### src/rtl/core/ccdc_pkg.sv
`timescale 1ns / 1ps
// ----------------------------------------------------------------------------
// ccdc_pkg
// Shared types and constants for the control command dedup cache.
// ----------------------------------------------------------------------------
package ccdc_pkg;

  localparam int KEY_W  = 8;
  localparam int TIME_W = 32;
  localparam int ENTRY_W = 3 * KEY_W + TIME_W;

  localparam logic [TIME_W-1:0] TIMEOUT_RESET = 32'd5000;

  typedef struct packed {
    logic load;      // capture input item, restart scan
    logic advance;   // step scan to next entry, read it
    logic wr_hit;    // refresh time of matched entry
    logic wr_new;    // record key at free entry (or entry 0)
    logic publish;   // move result into output register
  } ccdc_cmd_t;

  typedef struct packed {
    logic empty;     // no entry recorded
    logic hit;       // entry under test is a fresh match
    logic last;      // entry under test is the last recorded one
  } ccdc_status_t;

endpackage

### src/rtl/core/ccdc_ram.sv
`timescale 1ns / 1ps
// ----------------------------------------------------------------------------
// ccdc_ram
// Generic single-write, single-read RAM with registered read data.
// ----------------------------------------------------------------------------
module ccdc_ram #(
  parameter int WIDTH = 8,
  parameter int DEPTH = 16
) (
  input  logic                                   clk,
  input  logic                                   wr_en,
  input  logic [(DEPTH > 1 ? $clog2(DEPTH) : 1)-1:0] wr_addr,
  input  logic [WIDTH-1:0]                       wr_data,
  input  logic [(DEPTH > 1 ? $clog2(DEPTH) : 1)-1:0] rd_addr,
  output logic [WIDTH-1:0]                       rd_data
);

  logic [WIDTH-1:0] mem [DEPTH];

  always_ff @(posedge clk) begin
    if (wr_en) begin
      mem[wr_addr] <= wr_data;
    end
    rd_data <= mem[rd_addr];
  end

endmodule

### src/rtl/core/ccdc_datapath.sv
`timescale 1ns / 1ps
// ----------------------------------------------------------------------------
// ccdc_datapath
// Key/time capture, entry table, fill count, scan index and match logic.
// ----------------------------------------------------------------------------
module ccdc_datapath import ccdc_pkg::*; #(
  parameter int CACHE_ENTRIES = 16
) (
  input  logic                clk,
  input  logic                rst,
  input  logic                cfg_wr_en,
  input  logic [TIME_W-1:0]   cfg_wr_data,
  input  logic [KEY_W-1:0]    source_id,
  input  logic [KEY_W-1:0]    seq_number,
  input  logic [KEY_W-1:0]    command_code,
  input  logic [TIME_W-1:0]   now_ms,
  input  ccdc_cmd_t           cmd,
  output ccdc_status_t        status,
  output logic                is_duplicate
);

  localparam int IDX_W = (CACHE_ENTRIES > 1) ? $clog2(CACHE_ENTRIES) : 1;
  localparam int CNT_W = $clog2(CACHE_ENTRIES + 1);

  logic [TIME_W-1:0]  timeout;
  logic [KEY_W-1:0]   src;
  logic [KEY_W-1:0]   seq;
  logic [KEY_W-1:0]   cmd_code;
  logic [TIME_W-1:0]  now;
  logic [IDX_W-1:0]   scan_idx;
  logic [IDX_W-1:0]   scan_idx_next;
  logic [CNT_W-1:0]   fill;
  logic               dup_pending;

  logic               full;
  logic [IDX_W-1:0]   new_idx;
  logic               ram_we;
  logic [IDX_W-1:0]   ram_wr_addr;
  logic [ENTRY_W-1:0] ram_wr_data;
  logic [IDX_W-1:0]   ram_rd_addr;
  logic [ENTRY_W-1:0] ram_rd_data;

  logic [KEY_W-1:0]   rd_src;
  logic [KEY_W-1:0]   rd_seq;
  logic [KEY_W-1:0]   rd_cmd;
  logic [TIME_W-1:0]  rd_time;
  logic [TIME_W-1:0]  age;

  assign full          = (fill == CNT_W'(CACHE_ENTRIES));
  assign new_idx       = full ? '0 : fill[IDX_W-1:0];
  assign scan_idx_next = IDX_W'(CNT_W'(scan_idx) + CNT_W'(1));

  assign ram_we      = cmd.wr_hit | cmd.wr_new;
  assign ram_wr_addr = cmd.wr_hit ? scan_idx : new_idx;
  assign ram_wr_data = {src, seq, cmd_code, now};
  assign ram_rd_addr = cmd.advance ? scan_idx_next : scan_idx;

  assign {rd_src, rd_seq, rd_cmd, rd_time} = ram_rd_data;
  assign age = now - rd_time;

  assign status.empty = (fill == '0);
  assign status.hit   = (rd_src == src) && (rd_seq == seq) && (rd_cmd == cmd_code) &&
                        (age < timeout);
  assign status.last  = ((CNT_W'(scan_idx) + CNT_W'(1)) >= fill);

  ccdc_ram #(
    .WIDTH (ENTRY_W),
    .DEPTH (CACHE_ENTRIES)
  ) u_table (
    .clk     (clk),
    .wr_en   (ram_we),
    .wr_addr (ram_wr_addr),
    .wr_data (ram_wr_data),
    .rd_addr (ram_rd_addr),
    .rd_data (ram_rd_data)
  );

  always_ff @(posedge clk) begin
    if (rst) begin
      timeout <= TIMEOUT_RESET;
      fill    <= '0;
    end else begin
      if (cfg_wr_en) begin
        timeout <= cfg_wr_data;
      end
      if (cmd.wr_new && !full) begin
        fill <= fill + CNT_W'(1);
      end
    end
  end

  always_ff @(posedge clk) begin
    if (cmd.load) begin
      src      <= source_id;
      seq      <= seq_number;
      cmd_code <= command_code;
      now      <= now_ms;
      scan_idx <= '0;
    end else if (cmd.advance) begin
      scan_idx <= scan_idx_next;
    end
    if (ram_we) begin
      dup_pending <= cmd.wr_hit;
    end
    if (cmd.publish) begin
      is_duplicate <= dup_pending;
    end
  end

endmodule

### src/rtl/core/ccdc_ctrl.sv
`timescale 1ns / 1ps
// ----------------------------------------------------------------------------
// ccdc_ctrl
// Sequencer: capture item, scan recorded entries, write back, hand off result.
// ----------------------------------------------------------------------------
module ccdc_ctrl import ccdc_pkg::*; (
  input  logic         clk,
  input  logic         rst,
  input  logic         in_valid,
  output logic         in_ready,
  output logic         out_valid,
  input  logic         out_ready,
  input  ccdc_status_t status,
  output ccdc_cmd_t    cmd
);

  typedef enum logic [1:0] {
    S_IDLE,
    S_FETCH,
    S_CHECK,
    S_DONE
  } state_t;

  state_t state;
  state_t state_next;
  logic   out_free;

  assign in_ready = (state == S_IDLE);
  assign out_free = !out_valid || out_ready;

  always_comb begin
    cmd        = '0;
    state_next = state;
    case (state)
      S_IDLE: begin
        if (in_valid) begin
          cmd.load   = 1'b1;
          state_next = S_FETCH;
        end
      end
      S_FETCH: begin
        if (status.empty) begin
          cmd.wr_new = 1'b1;
          state_next = S_DONE;
        end else begin
          state_next = S_CHECK;
        end
      end
      S_CHECK: begin
        if (status.hit) begin
          cmd.wr_hit = 1'b1;
          state_next = S_DONE;
        end else if (!status.last) begin
          cmd.advance = 1'b1;
        end else begin
          cmd.wr_new = 1'b1;
          state_next = S_DONE;
        end
      end
      S_DONE: begin
        if (out_free) begin
          cmd.publish = 1'b1;
          state_next  = S_IDLE;
        end
      end
      default: begin
        state_next = S_IDLE;
      end
    endcase
  end

  always_ff @(posedge clk) begin
    if (rst) begin
      state     <= S_IDLE;
      out_valid <= 1'b0;
    end else begin
      state <= state_next;
      if (cmd.publish) begin
        out_valid <= 1'b1;
      end else if (out_ready) begin
        out_valid <= 1'b0;
      end
    end
  end

endmodule

### src/rtl/core/control_command_dedup_cache_core.sv
`timescale 1ns / 1ps
// Scan: one table entry is read and compared per cycle over the N recorded
//   entries (N = 0..CACHE_ENTRIES); a fresh match at entry k ends it early.
// Flow: the next item is taken while a result waits in the output register.
// Reset: synchronous; table empties at once (fill count), timeout = 5000 ms.
// ----------------------------------------------------------------------------
// control_command_dedup_cache_core
// Duplicate control message filter with a scanned key/time table.
// ----------------------------------------------------------------------------
module control_command_dedup_cache_core import ccdc_pkg::*; #(
  parameter int CACHE_ENTRIES = 16
) (
  input  logic               clk,
  input  logic               rst,
  input  logic               cfg_wr_en,
  input  logic [TIME_W-1:0]  cfg_wr_data,
  input  logic               in_valid,
  output logic               in_ready,
  input  logic [KEY_W-1:0]   source_id,
  input  logic [KEY_W-1:0]   seq_number,
  input  logic [KEY_W-1:0]   command_code,
  input  logic [TIME_W-1:0]  now_ms,
  output logic               out_valid,
  input  logic               out_ready,
  output logic               is_duplicate
);

  ccdc_cmd_t    cmd;
  ccdc_status_t status;

  ccdc_ctrl u_ctrl (
    .clk       (clk),
    .rst       (rst),
    .in_valid  (in_valid),
    .in_ready  (in_ready),
    .out_valid (out_valid),
    .out_ready (out_ready),
    .status    (status),
    .cmd       (cmd)
  );

  ccdc_datapath #(
    .CACHE_ENTRIES (CACHE_ENTRIES)
  ) u_datapath (
    .clk          (clk),
    .rst          (rst),
    .cfg_wr_en    (cfg_wr_en),
    .cfg_wr_data  (cfg_wr_data),
    .source_id    (source_id),
    .seq_number   (seq_number),
    .command_code (command_code),
    .now_ms       (now_ms),
    .cmd          (cmd),
    .status       (status),
    .is_duplicate (is_duplicate)
  );

endmodule

### config.mk
export PLATFORM = sky130hd
export DESIGN_NAME = control_command_dedup_cache_core
export DESIGN_NICKNAME = d
export VERILOG_FILES = /design/src/rtl/core/ccdc_pkg.sv /design/src/rtl/core/ccdc_ram.sv /design/src/rtl/core/ccdc_datapath.sv /design/src/rtl/core/ccdc_ctrl.sv /design/src/rtl/core/control_command_dedup_cache_core.sv
export SDC_FILE = /design/constraint.sdc
export NUM_CORES = 1
export LEC_CHECK = 0
export ABC_AREA = 1
export ABC_CLOCK_PERIOD_IN_PS = 13300
export BUFFER_PORTS_ARGS = -buffer_cell sky130_fd_sc_hd__buf_2
export CORE_ASPECT_RATIO = 1.1
export CORE_MARGIN = 4
export CORE_UTILIZATION = 30
export CTS_CLUSTER_SIZE = 28
export DETAILED_ROUTE_END_ITERATION = 8
export PLACE_DENSITY = 0.4
export SLEW_MARGIN = 20
export SYNTH_ARGS = -nofsm -noshare
export SYNTH_HDL_FRONTEND = slang
export SYNTH_SLANG_ARGS = --single-unit
### constraint.sdc
create_clock -name clk -period 13.3 [get_ports clk]
set_input_delay 3.99 -clock clk [delete_from_list [all_inputs] [get_ports clk]]
set_output_delay 3.99 -clock clk [all_outputs]
set_load 0.1 [all_outputs]
==> summary.txt <==
Reg2Reg Setup Slack - 5520 ps
Worst Hold Class - reg2reg
Fmax - 129 MHz
Worst vdd ir - 121 uV
Pin count of the biggest net entering global routing - 173
Core Rows - 152
Largest cells by area after synthesis - edfxtp_1 61%, nand3_1 12%, inv_1 8.3%
Clk sinks - 1054
Global-route wire length before repair - 208000 um
CTS clk-pin slew, worst paths - 60 ps
Most frequent cell after synthesis - nand3_1
Clock buffer depth - 3
Post-synth ARST share - 0
All-Layer GR Usage - 0.172
Final Setup Violations - 0
Pins Over Slew Limit - 0
Num CTS Buffers - 116
Worst skew pair latency - 760 ps
Crit path DAT - 8120 ps
Setup Buffers After CTS - 0
Core Area - 0.156 mm2
Status - finished clean
Fin util - 0.344
Io pins - 96
Initial core utilization - 0.301
CP endpoint - u_datapath.u_table.mem[11][32]
HPWL Detailed - 72800 um
WL/cell - 20.8 um
Worst-margin pin slew - 1100 ps
H-tree lvl count - 3
Met3 Use GR - 0.0224
Mapped Cells - 4606
Max_slew headroom - 0.265
Met2 usage - 0.287
Vias in the first global route - 30600
Number of synthesized flops with an enable pin - 954
Die X - 385 um
Worst reg-to-reg path cell count - 25
Post-synthesis net count - 4774
# fillers - 15800
Final min period - 7780 ps
Fin cells - 6842
Crit end category - flop
Nets@finish - 4826
RR Startpoint - u_datapath.now[0]
Hold Vio Cnt, Final - 0
CTS root buffer - clkbuf_16
Worst setup SP type - flop
Top_reg_cell synth - edfxtp_1
Post-synth cell types - 44
Gp weighted congestion - 0.771
Post-cts hold buffer count - 0
Mean Syn Cell Area - 10.2 um2
Setup TNS Final - 0 ps
Placed instance area - 0.0497 mm2
PnR Total Power - 10.1 mW
Die area - 0.163 mm2
Busiest grt layer - met2
Synth area leader - edfxtp_1
Cells after DPL - 6619
Count of state elements after synthesis - 1054
Critical path launch point - u_datapath.now[0]
Family with the most delay on the worst path - compound AO/OA/AOI/OAI gates
Post-Syn Area - 0.0470 mm2
Pleak - 22.6 nW
Grt total ovfl - 0
Slowest cell on the critical path - buf_4
Layout cell share with drive strength beyond 1 - 0.0779
CP max FO - 46
Kind of critical path - reg2reg
Post-synthesis sequential area ratio - 0.652
Post-synth top area share - 0.610
Period utilization - 0.585
Final WL - 142000 um
Vias per Instance - 4.59
Max Cap Violations - 0
CP Data Required Time - 13640 ps
Crit path largest cell delay - 860 ps
Number of cells on the critical path - 25
Chip height - 423 um
Synth cell count leaders - 1084 x nand3_1, 1036 x inv_1, 954 x edfxtp_1
Clock Skew - 41.0 ps
Top cell by count, worst path - nand2_1
Iteration count of the initial detailed-routing pass - 5
DRT iter0 DRCs - 2051
CTS tree - done
Met1 Use GR - 0.235
RSZ-0062 raised after global routing - no
Initial antenna violation count - 3
Design Area, Final - 0.0536 mm2
Crit path buffers/inverters - 4
Area grow syn2layout - 14.0%
PortBufs - 95
Pwr per Cell Area - 189 mW/mm2
CTS resizes - 0
DRC violations left - 0
Synthesis Warnings - 0
DRT antenna net count - 0
Via count - 31400
R2R Path End - u_datapath.u_table.mem[11][32]
-- area by class of cell --
type	instances	area (um2)	share of cell area
Multi-Input combinational cell	2293	11500	0.215
Antenna cell	2	5.00	0.0000934
Clock buffer	151	3190	0.0595
Tap cell	2079	2600	0.0486
Clock inverter	70	724	0.0135
Timing Repair Buffer	155	976	0.0182
Sequential cell	1054	30600	0.572
Inverter	1038	3910	0.0729
-- cell families after synthesis --
logic type                 synth area share
adders and majority gates            0.0201
AOI/OAI and AO/OA                    0.0210
DFF                                   0.652
and+or+nand+nor                       0.190
buffers and inverters                 0.107
xor gates and xnor gates            0.00951
-- how the worst min path moves through the flow --
stage / startpoint / end / slack (ps) / cells past startpoint
floorplan: u_datapath.dup_pending / u_datapath.is_duplicate / 400 / 0
global placement: u_datapath.dup_pending / u_datapath.is_duplicate / 440 / 0
detailed placement: u_datapath.dup_pending / u_datapath.is_duplicate / 420 / 0
CTS: u_datapath.dup_pending / u_datapath.is_duplicate / 440 / 0
global route: u_datapath.dup_pending / u_datapath.is_duplicate / 440 / 0
finish: u_datapath.dup_pending / u_datapath.is_duplicate / 440 / 0
-- power by group --
part / internal [mW] / switching (mW)
clock: 1.92 / 1.40
combinational: 0.802 / 1.73
sequential: 4.03 / 0.251
-- placed cells by master (no fill, tap or decap), types with 6 or more instances in the layout --
cell type and n:
a21oi_1 85, a31oi_1 8, buf_2 95, buf_4 56, bufinv_16 12, clkbuf_1 21, clkbuf_16 117, clkbuf_8 13
clkinv_1 23, clkinv_2 21, dfxtp_1 100, edfxtp_1 954, ha_1 74, inv_1 1034, inv_6 6, nand2_1 805
nand2_8 6, nand3_1 1084, nor2_1 49, nor2_4 16, nor3_1 9, o21ai_0 58, xnor2_1 15, xor2_1 36
-- registers in the layout, indices dropped and copies added (netlist names), 4 cells and up --
signal / cells
u_datapath.u_table.rd_data: 56
u_datapath.seq: 8
u_datapath.cmd_code: 8
u_datapath.u_table.mem: 896
u_datapath.timeout: 32
u_datapath.scan_idx: 4
u_datapath.now: 32
u_datapath.fill: 5
u_datapath.src: 8
-- metrics by stage --
step / hold WS (ps) / setup slack (ps)
3_3_place_gp: 436 / 5620
3_5_place_dp: 425 / 5580
5_1_grt: 445 / 4910
2_1_floorplan: 400 / 6330
6_report: 435 / 5520
4_1_cts: 444 / 5530
-- metal layers --
layer,share of wire,vias up,wire length (um)
met4,0.021,2,2970
met1,0.46,15400,65800
li1,-,15200,-
met2,0.48,619,67500
met3,0.041,166,5830
met5,0.00014,-,20
Note: power is estimated with default switching activity, not from simulation.
